`src/epd_pkg.sv`:
```
// Package for the escaped packet deframer.
// Holds byte codes, command limits, result kinds and the default buffer depth.
// Depends on nothing; every other source file imports it.
package epd_pkg;

  localparam int unsigned DEFAULT_BUFFER_DEPTH = 256;

  localparam logic [7:0] ESC_BYTE        = 8'd27;
  localparam logic [7:0] END_BYTE        = 8'd0;
  localparam logic [7:0] CMD_FIRST_EVENT = 8'd2;
  localparam logic [7:0] CMD_COUNT       = 8'd6;  // eComNumCommands

  typedef enum logic [1:0] {
    KIND_EVENT = 2'd0,
    KIND_BAD   = 2'd1,
    KIND_READ  = 2'd2
  } kind_e;

  typedef enum logic {
    OP_READ = 1'b0,
    OP_END  = 1'b1
  } op_e;

  typedef struct packed {
    logic clearing;  // reset clearing pass still running
    logic is_end;    // current input byte is an unescaped end marker
  } rx_status_t;

endpackage

```
`src/escaped_packet_deframer.sv`:
```
// Escaped packet deframer: receive side of escape-byte stuffing. Each input
// transaction is either a received byte (func_i = 0) or a buffer read
// (func_i = 1). Data bytes go into a ring buffer of BufferDepth slots; an
// unescaped ESC (27) is dropped and makes the next byte literal; an unescaped
// NUL closes the packet, skips one slot, and takes the byte at the packet's
// start slot as the command: commands 2 to 5 give an event result, 0 and 1
// give nothing, 6 and above give a bad-command result. A read returns the
// byte at read_addr_i modulo BufferDepth. One transaction is accepted per
// cycle while in_ready_o is high. A read or end-of-packet result goes
// through the buffer RAM's registered read, which captures the byte at the
// accepting edge, and then the output register. A stalled result holds the
// read stage, which then holds off the input. After reset the buffer is
// cleared one slot per cycle, so in_ready_o stays low until every slot has
// been cleared.
// Uses epd_pkg, epd_ram and epd_rx_ctrl.
module escaped_packet_deframer
  import epd_pkg::*;
#(
  parameter int unsigned BufferDepth = DEFAULT_BUFFER_DEPTH,
  localparam int unsigned AW         = $clog2(BufferDepth)
) (
  input  logic       clk_i,
  input  logic       rst_ni,
  input  logic       in_valid_i,
  output logic       in_ready_o,
  input  logic       func_i,
  input  logic [7:0] rx_byte_i,
  input  logic [7:0] read_addr_i,
  output logic       out_valid_o,
  input  logic       out_ready_i,
  output logic [1:0] kind_o,
  output logic [1:0] event_code_o,
  output logic [7:0] packet_start_o,
  output logic [7:0] read_data_o
);

  rx_status_t    status;
  logic [AW-1:0] start_slot;
  logic          wr_en;
  logic [AW-1:0] wr_addr;
  logic [7:0]    wr_data;
  logic          rd_en;
  logic [AW-1:0] rd_addr;
  logic [AW-1:0] addr_mod;
  logic [7:0]    rd_data;

  logic          accept;
  logic          needs_read;

  // read stage: holds the transaction whose buffer byte is being fetched
  logic          s1_valid_q, s1_valid_d;
  op_e           s1_op_q;
  logic [AW-1:0] s1_start_q;
  logic          s1_adv;

  // result built from the read stage
  logic          res_has;
  kind_e         res_kind;
  logic [1:0]    res_code;
  logic [7:0]    res_start;
  logic [7:0]    res_data;

  // output register
  logic          out_valid_q, out_valid_d;
  kind_e         out_kind_q;
  logic [1:0]    out_code_q;
  logic [7:0]    out_start_q;
  logic [7:0]    out_data_q;

  // Reduce the read address to a slot. Narrow buffers use an elaboration-time table.
  if (BufferDepth < 256) begin : g_addr_mod
    logic [AW-1:0] mod_tbl [256];
    for (genvar g = 0; g < 256; g++) begin : g_tbl
      assign mod_tbl[g] = AW'(g % BufferDepth);
    end
    assign addr_mod = mod_tbl[read_addr_i];
  end else begin : g_addr_wide
    assign addr_mod = AW'(read_addr_i);
  end

  epd_rx_ctrl #(
    .BufferDepth(BufferDepth)
  ) u_rx_ctrl (
    .clk_i       (clk_i),
    .rst_ni      (rst_ni),
    .accept_i    (accept),
    .func_i      (func_i),
    .rx_byte_i   (rx_byte_i),
    .status_o    (status),
    .start_slot_o(start_slot),
    .wr_en_o     (wr_en),
    .wr_addr_o   (wr_addr),
    .wr_data_o   (wr_data)
  );

  epd_ram #(
    .Width(8),
    .Depth(BufferDepth)
  ) u_buffer (
    .clk_i  (clk_i),
    .we_i   (wr_en),
    .waddr_i(wr_addr),
    .wdata_i(wr_data),
    .re_i   (rd_en),
    .raddr_i(rd_addr),
    .rdata_o(rd_data)
  );

  // Advance the read stage whenever the output register is free or being drained;
  // accept a new transaction whenever the clearing pass is done and the read stage will have room.
  assign s1_adv     = s1_valid_q && (!out_valid_q || out_ready_i);
  assign in_ready_o = !status.clearing && (!s1_valid_q || s1_adv);
  assign accept     = in_valid_i && in_ready_o;
  assign needs_read = func_i || status.is_end;

  // Issue the buffer read at acceptance; the RAM holds its data while stalled.
  assign rd_en   = accept && needs_read;
  assign rd_addr = func_i ? addr_mod : start_slot;

  always_comb begin
    s1_valid_d = s1_valid_q;
    if (rd_en) begin
      s1_valid_d = 1'b1;
    end else if (s1_adv) begin
      s1_valid_d = 1'b0;
    end
  end

  always_ff @(posedge clk_i or negedge rst_ni) begin
    if (!rst_ni) begin
      s1_valid_q <= 1'b0;
    end else begin
      s1_valid_q <= s1_valid_d;
    end
  end

  always_ff @(posedge clk_i) begin
    if (rd_en) begin
      s1_op_q    <= func_i ? OP_READ : OP_END;
      s1_start_q <= start_slot;
    end
  end

  // Decode the fetched byte: read data, or the packet's command byte.
  always_comb begin
    res_has   = 1'b1;
    res_kind  = KIND_READ;
    res_code  = 2'd0;
    res_start = 8'd0;
    res_data  = 8'd0;
    unique case (s1_op_q)
      OP_READ: begin
        res_data = rd_data;
      end
      OP_END: begin
        priority if (rd_data >= CMD_COUNT) begin
          res_kind  = KIND_BAD;
          res_start = 8'(s1_start_q);
        end else if (rd_data >= CMD_FIRST_EVENT) begin
          res_kind  = KIND_EVENT;
          res_code  = 2'(rd_data - CMD_FIRST_EVENT);
          res_start = 8'(s1_start_q);
        end else begin
          // silent commands: drop the transaction
          res_has = 1'b0;
        end
      end
    endcase
  end

  always_comb begin
    out_valid_d = out_valid_q;
    if (s1_adv && res_has) begin
      out_valid_d = 1'b1;
    end else if (out_ready_i) begin
      out_valid_d = 1'b0;
    end
  end

  always_ff @(posedge clk_i or negedge rst_ni) begin
    if (!rst_ni) begin
      out_valid_q <= 1'b0;
    end else begin
      out_valid_q <= out_valid_d;
    end
  end

  always_ff @(posedge clk_i) begin
    if (s1_adv && res_has) begin
      out_kind_q  <= res_kind;
      out_code_q  <= res_code;
      out_start_q <= res_start;
      out_data_q  <= res_data;
    end
  end

  assign out_valid_o    = out_valid_q;
  assign kind_o         = out_kind_q;
  assign event_code_o   = out_code_q;
  assign packet_start_o = out_start_q;
  assign read_data_o    = out_data_q;

endmodule

```
`src/epd_ram.sv`:
```
// Generic single-write, single-read RAM with registered read data.
// Width and depth are parameters; uses epd_pkg for the default depth only.
module epd_ram
  import epd_pkg::*;
#(
  parameter int unsigned Width = 8,
  parameter int unsigned Depth = DEFAULT_BUFFER_DEPTH,
  localparam int unsigned AW   = $clog2(Depth)
) (
  input  logic             clk_i,
  input  logic             we_i,
  input  logic [AW-1:0]    waddr_i,
  input  logic [Width-1:0] wdata_i,
  input  logic             re_i,
  input  logic [AW-1:0]    raddr_i,
  output logic [Width-1:0] rdata_o
);

  logic [Width-1:0] mem_q [Depth];
  logic [Width-1:0] rdata_q;

  always_ff @(posedge clk_i) begin
    if (we_i) begin
      mem_q[waddr_i] <= wdata_i;
    end
    if (re_i) begin
      rdata_q <= mem_q[raddr_i];
    end
  end

  assign rdata_o = rdata_q;

endmodule

```
`src/epd_rx_ctrl.sv`:
```
// Receive control: escape tracking, write and start slot pointers, reset clearing pass.
// Drives the buffer write port; uses epd_pkg for byte codes and the status struct.
module epd_rx_ctrl
  import epd_pkg::*;
#(
  parameter int unsigned BufferDepth = DEFAULT_BUFFER_DEPTH,
  localparam int unsigned AW         = $clog2(BufferDepth)
) (
  input  logic          clk_i,
  input  logic          rst_ni,
  input  logic          accept_i,
  input  logic          func_i,
  input  logic [7:0]    rx_byte_i,
  output rx_status_t    status_o,
  output logic [AW-1:0] start_slot_o,
  output logic          wr_en_o,
  output logic [AW-1:0] wr_addr_o,
  output logic [7:0]    wr_data_o
);

  localparam logic [AW-1:0] LastSlot = AW'(BufferDepth - 1);

  logic [AW-1:0] write_slot_q, write_slot_d;
  logic [AW-1:0] start_slot_q, start_slot_d;
  logic          esc_q, esc_d;
  logic [AW-1:0] clr_cnt_q, clr_cnt_d;
  logic          clearing_q, clearing_d;
  logic [AW-1:0] write_slot_nxt;
  logic          is_esc, is_end, is_data;

  assign is_esc  = !func_i && !esc_q && (rx_byte_i == ESC_BYTE);
  assign is_end  = !func_i && !esc_q && (rx_byte_i == END_BYTE);
  assign is_data = !func_i && !is_esc && !is_end;

  assign write_slot_nxt = (write_slot_q == LastSlot) ? '0 : write_slot_q + AW'(1);

  always_comb begin
    write_slot_d = write_slot_q;
    start_slot_d = start_slot_q;
    esc_d        = esc_q;
    if (accept_i) begin
      priority if (is_esc) begin
        esc_d = 1'b1;
      end else if (is_end) begin
        // skip one slot and open the next packet there
        write_slot_d = write_slot_nxt;
        start_slot_d = write_slot_nxt;
      end else if (is_data) begin
        write_slot_d = write_slot_nxt;
        esc_d        = 1'b0;
      end
    end
  end

  always_comb begin
    clr_cnt_d  = clr_cnt_q;
    clearing_d = clearing_q;
    if (clearing_q) begin
      clr_cnt_d = clr_cnt_q + AW'(1);
      if (clr_cnt_q == LastSlot) begin
        clearing_d = 1'b0;
      end
    end
  end

  always_ff @(posedge clk_i or negedge rst_ni) begin
    if (!rst_ni) begin
      write_slot_q <= '0;
      start_slot_q <= '0;
      esc_q        <= 1'b0;
      clr_cnt_q    <= '0;
      clearing_q   <= 1'b1;
    end else begin
      write_slot_q <= write_slot_d;
      start_slot_q <= start_slot_d;
      esc_q        <= esc_d;
      clr_cnt_q    <= clr_cnt_d;
      clearing_q   <= clearing_d;
    end
  end

  assign wr_en_o   = clearing_q || (accept_i && is_data);
  assign wr_addr_o = clearing_q ? clr_cnt_q : write_slot_q;
  assign wr_data_o = clearing_q ? 8'd0 : rx_byte_i;

  assign status_o.clearing = clearing_q;
  assign status_o.is_end   = is_end;
  assign start_slot_o      = start_slot_q;

endmodule

```
`config.mk`:
```
export PLATFORM = sky130hd
export DESIGN_NAME = escaped_packet_deframer
export DESIGN_NICKNAME = d
export VERILOG_FILES = /design/src/epd_pkg.sv /design/src/escaped_packet_deframer.sv /design/src/epd_ram.sv /design/src/epd_rx_ctrl.sv
export SDC_FILE = /design/constraint.sdc
export NUM_CORES = 2
export LEC_CHECK = 0
export BUFFER_PORTS_ARGS = -buffer_cell sky130_fd_sc_hd__clkbuf_2
export CORE_MARGIN = 4
export CORE_UTILIZATION = 63
export DETAILED_ROUTE_END_ITERATION = 10
export PLACE_DENSITY = 0.83
export SYNTH_ARGS = -nofsm -noshare
export SYNTH_HDL_FRONTEND = slang
export SYNTH_SLANG_ARGS = --single-unit
```
`constraint.sdc`:
```
create_clock -name clk_i -period 9.7 [get_ports clk_i]
set_clock_uncertainty 0.2 [all_clocks]
set_input_delay 1.94 -clock clk_i [delete_from_list [all_inputs] [get_ports clk_i]]
set_output_delay 1.94 -clock clk_i [all_outputs]
set_load 0.1 [all_outputs]
```
Yosys cells after proc, flatten, opt, wreduce, memory -nomap -nowiden:

Memory sizes are Yosys's and may differ from the RTL's. A register that Yosys moved wholly into a read port is not among the register bits.
Index checks and enable logic that the tools add are counted.

* output and inout bits: 22
* memory bits (writable): 2048
* flip-flop bits (word level): 57
* memories kept: 1
* logic and storage cells: 82
* bits of input ports: 21

* equal/unequal tests: 4
* order comparisons: 2
* mux-type cells: 25
* reduce and logical (&&, ||, !) cells: 31
* bitwise logic cells: 3
* add/sub/neg operators: 3

Memory list
* u_buffer.mem_q: words 256, bits a word 8, rd ports 1, clocked after Yosys merged registers in 1, write ports 1, RTL line epd_ram.sv:19 `logic [Width-1:0] mem_q [Depth];`

Operators with widths (number)
* 8-bit 2-to-1 mux: 8
* 8-bit by 1-bit adder with 8-bit output (second input constant): 2
* 8-bit == test (second input constant): 2
* 1-bit 2-to-1 mux: 15
* 1-bit logical AND: 11
* 3-bit AND reduction: 3
* 8-bit by 5-bit == test with 1-bit output (second input constant): 1
* 8-bit by 2-bit >= comparator with 1-bit output (second input constant): 1
* 8-bit by 3-bit >= comparator with 1-bit output (second input constant): 1
* 8-bit logical NOT: 1
* 2-bit nonzero test: 4
* 1-bit logical NOT: 7
* 1-bit logical OR: 4
* 2-bit 2-to-1 mux: 2
* 1-bit NOT: 3
* 3-bit OR reduction: 1
* 2-bit by 1-bit != test with 1-bit output (second input constant): 1
* 2-bit subtractor (second input constant): 1

Depth between registers and ports, before layout:

* depth in word-level cells: 10
* gate-level depth with buffers: 12
* gate-level depth less buffers: 7

By module:

A second synthesis with hierarchy kept.

* cell total of the unflattened synthesis: 3952
* area total of the unflattened synthesis: 82344.0 um2

By module, submodules not included
* epd_ram: seq. area each 61739.2 um2, instances 1, cells an instance 3733, area an instance 79636.4 um2
* epd_rx_ctrl: seq. area each 651.9 um2, instances 1, cells an instance 135, area an instance 1410.1 um2
* escaped_packet_deframer: seq. area each 920.9 um2, instances 1, cells an instance 84, area an instance 1297.5 um2

Worst setup path before layout:

OpenSTA, ideal clock, no wires.

* path kind: input -> register
* start point: in rx_byte_i[7]
* end point: mem u_buffer.mem_q[0][7], data pin
* slack: -0.031 ns
* path buffers: 0
* stages: 1
* library setup time: 1.446 ns
* data arrival time: 8.085 ns
* data required time: 8.054 ns
* cells stage by stage: nor2b_1

* cells in the longest elaborated chain, start to end: 1

RTL lines
* start, declared: RTL line escaped_packet_deframer.sv:27 `input logic [7:0] rx_byte_i,`
* 8-bit 2-to-1 mux: RTL line epd_rx_ctrl.sv:84 `assign wr_data_o = clearing_q ? 8'd0 : rx_byte_i;`
* end, declared: RTL line epd_ram.sv:19

Every way passes these cells.

Worst setup path in the final report:

* start point: in func_i
* end point: reg u_buffer.rdata_q[3], in the netlist u_buffer.rdata_o[3] (read register of u_buffer.mem_q), data pin

* cells in the longest elaborated chain, start to end: 5
* elaborated cells between the ends (all ways): 6
* classes of those cells: mux: 1; reduce/logical: 5

RTL lines
* start, declared: RTL line escaped_packet_deframer.sv:26 `input logic func_i,`
* 1-bit logical NOT: RTL line epd_rx_ctrl.sv:32 `assign is_end = !func_i && !esc_q && (rx_byte_i == END_BYTE);`
* 1-bit logical AND (2 in series): RTL line epd_rx_ctrl.sv:32
* 1-bit logical OR: RTL line escaped_packet_deframer.sv:114 `assign needs_read = func_i || status.is_end;`
* 1-bit logical AND: RTL line escaped_packet_deframer.sv:117 `assign rd_en = accept && needs_read;`
* end, declared: RTL line epd_ram.sv:20 `logic [Width-1:0] rdata_q;`

Parallel ways exist; a longest one is shown, timed or not.
A chain may end at the register's enable or synchronous reset.

==> flow_summary.json <==
{
  "achievable-frequency_mhz": 152,
  "vias": 51000,
  "cts_hold_buf": 0,
  "switching_share_pct": 22.5,
  "grt_usage_pct": 31.8,
  "layout-area-overhead-vs-synth_pct": 9.51,
  "grt_start_max_net_pins": 217,
  "timing.setup.tns_ns": 0,
  "syn-cell-area_mm2": 0.0838,
  "post-layout-total-power_w": 0.0187,
  "cts_tree": "yes",
  "finalHoldViolations": 0,
  "max-clock-path-buffers": 3,
  "routed_wirelength_mm": 225,
  "first_iter_violations": 9462,
  "synth-edff-count": 2085,
  "endpoint_kind": "register",
  "post_cts_resized": 0,
  "synth-seq-cells": 2113,
  "slew_violations": 2,
  "global_route.overflow_total": 0,
  "mappedNetlistNets": 5374,
  "chipWidth_um": 373,
  "powerDensity_mw_per_mm2": 203,
  "gp_congestion": 0.890,
  "cts-htree-levels": 4,
  "number_of_nets_in_the_finished_design": 5349,
  "drt.antenna.violating_nets": 0,
  "worstSetupPathType": "input pin to register",
  "final_min_period_over_clock_period_pct": 68.0,
  "cell_internal_pwr_w": 0.0145,
  "netlist.area_leader.share_pct": 74.7,
  "grt_pass1_wl_mm": 328,
  "start_util_pct": 63.6,
  "number_of_clock_buffers_inserted_by_tritoncts": 195,
  "post_route_cells_drive_above_1_share_pct": 10.1,
  "slew_headroom_pct": -4.52,
  "die_area_mm2": 0.139,
  "post_drt_via_cell_ratio": 7.04,
  "ioPinCount": 43,
  "comb_power_share_pct": 6.2,
  "worst_skew_pair_latency_ns": 0.85,
  "postSynthAreaPerCell_um2": 15.7,
  "master_cell_of_the_clock_root_buffer": "clkbuf_16",
  "timing.critical_path.arrival_ns": 6.91,
  "synth_warnings": 0,
  "power.share.clock_pct": 39.6,
  "chipHeight_um": 373,
  "ys.flop_type": "edfxtp_1",
  "switch_pwr_w": 0.00420,
  "cts.reportedPaths.clkPinSlew_ns": 0.06,
  "ir_worst_vdd_mv": 0.210,
  "outcome": "finished with violations",
  "synth_cell_types": 61,
  "pwr-share-seq_pct": 54.2,
  "antenna_found_initial": 8,
  "wl_per_cell_um": 31.0,
  "required_ns": 10.02,
  "final.min_clock_period_ns": 6.59,
  "max_slew.worst_pin.slew_ns": 1.55,
  "asyncSetResetFlopFracSynth_pct": 1.33,
  "violations_in_the_final_reports": "capacitance limit, slew limit",
  "hpwl_mm": 125,
  "timing.hold.worst.class": "register to register",
  "io_buffers": 42,
  "cts_setup_buffers": 0,
  "post-place-cells": 6884,
  "rows": 133,
  "drc_violations": 0,
  "instances_no_fill": 7246,
  "rsz_0062_raised_after_global_routing": "no",
  "syn_inst": 5351,
  "yosysTopAreaCell": "edfxtp_1",
  "firstDrtPassIters": 7,
  "core_region_area_mm2": 0.132,
  "setup_failing_eps_final": 0,
  "critical_path.startpoint_type": "input pin",
  "max_cap_check_violation_count": 1,
  "via_count_of_the_first_global_routing_pass": 49400,
  "clkSinkCount": 2113,
  "seq_area_frac_synth_pct": 75.5,
  "cp_max_fo": 81,
  "yosys-top-cells-area": "edfxtp_1 (75%), mux2i_1 (5.6%), nand2_1 (3.5%)",
  "cellLeakagePower_nw": 29.1
}
==> cell usage in the layout (no fill, tap or decap), drive strengths merged, types with 37 or more instances in the layout <==
cell type,instances
o22ai,65
clkbuf,277
nand2,787
mux4,99
clkinv,101
nand3,360
a31oi,127
nand4,37
a21oi,88
o21ai,108
o221ai,175
nor2,287
edfxtp,2085
buf,91
nor3,78
mux2i,470
==> cells by family after synthesis <==
kind of cell	after synthesis	share of synthesized area [%]
flops	2113	75.5
simple gates	1614	8.24
compound gates	666	5.58
mux	573	8.33
buf+inv	367	2.13
xor+xnor	16	0.167
fa+ha+maj	2	0.0298
==> cell usage after synthesis, types with 14 or more instances <==
library cell / instances
and2_1: 14
nand4_1: 37
a31oi_1: 127
o41ai_1: 25
o221ai_1: 175
mux2i_1: 470
buf_1: 33
nor2_1: 287
mux4_2: 99
a21oi_1: 88
nor3_1: 78
clkbuf_1: 180
dfrtp_1: 27
o21ai_0: 104
buf_6: 20
o22ai_1: 65
buf_4: 42
buf_2: 80
nand3_1: 360
edfxtp_1: 2085
nand2_1: 775
nor2b_1: 21
==> path summary, 6_finish.rpt <==
check / end / startpoint / depth (start not counted) / slack [ns]
max in group asynchronous: out_valid_o / rst_ni / 1 / 7.88
hold / removal: packet_start_o[4] / s1_start_q[4] / 1 / 0.32
min in group asynchronous: u_rx_ctrl.esc_q / rst_ni / 1 / 0.95
setup / recovery: u_buffer.rdata_o[3] / func_i / 11 / 3.11
hold reg to reg: packet_start_o[4] / s1_start_q[4] / 1 / 0.32
setup reg to reg: u_buffer.rdata_o[3] / u_rx_ctrl.start_slot_o[0] / 9 / 4.32
==> state kept, by name, summed over array words and instances, names as in the netlist <==
register,cells
u_rx_ctrl.clr_cnt_q,8
u_buffer.mem_q,2048
s1_valid_q,1
out_valid_o,1
u_rx_ctrl.write_slot_q,8
u_rx_ctrl.esc_q,1
kind_o,2
u_buffer.rdata_o,8
s1_op_q,1
u_rx_ctrl.clearing_q,1
event_code_o,2
s1_start_q,8
read_data_o,8
packet_start_o,8
u_rx_ctrl.start_slot_o,8
==> power by group through the flow <==
| stage | Sequential [W] | Combinational, W | Clock (W) |
|---|---|---|---|
| 5_1_grt | 0.0101 | 0.00119 | 0.00782 |
| 6_report | 0.0101 | 0.00116 | 0.00740 |
| 3_5_place_dp | 0.0103 | 0.00111 | 0 |
| 3_3_place_gp | 0.0103 | 0.00108 | 0 |
| 4_1_cts | 0.0101 | 0.00112 | 0.00740 |
| 2_1_floorplan | 0.0103 | 0.000657 | 0 |
==> final cells by class <==
cell class	instances	area, um^2
clock buffers	235	5090
multi-input cells	2871	19000
well taps	1755	2200
repair buffers	133	1130
flip-flops and latches	2113	63300
diodes	6	15.0
fillers	7765	40000
clock inverters	121	1000
inverters	12	45.0
==> routing by layer <==
layer	part of all wire, %	GRT usage (%)
met1	34	42.9
met3	14	8.97
met5	0.11	0.343
met2	45	47.8
met4	6.6	17.2
==> per-stage QoR <==
step	hold WS [ns]	util, %	setup WS [ns]	cell area, um^2
finish	0.324	69.7	3.11	91800
global route	0.338	69.7	3.06	91800
CTS	0.321	69.6	3.32	91800
detailed placement	0.310	65.0	2.46	85700
global placement	0.301	65.0	2.53	85700
floorplan	0.223	-	3.03	83900
==> worst max-delay path, cell delays in order <==
cell      delay (ns)
clkbuf_2        0.07
buf_4           0.42
mux2_8          0.82
buf_4           0.80
buf_4           0.45
mux2i_1         0.23
o22ai_1         0.11
o21ai_0         0.20
o221ai_1        0.18
o41ai_1         1.36
nand4_1         0.22
Power figures use the tool's default switching activity.
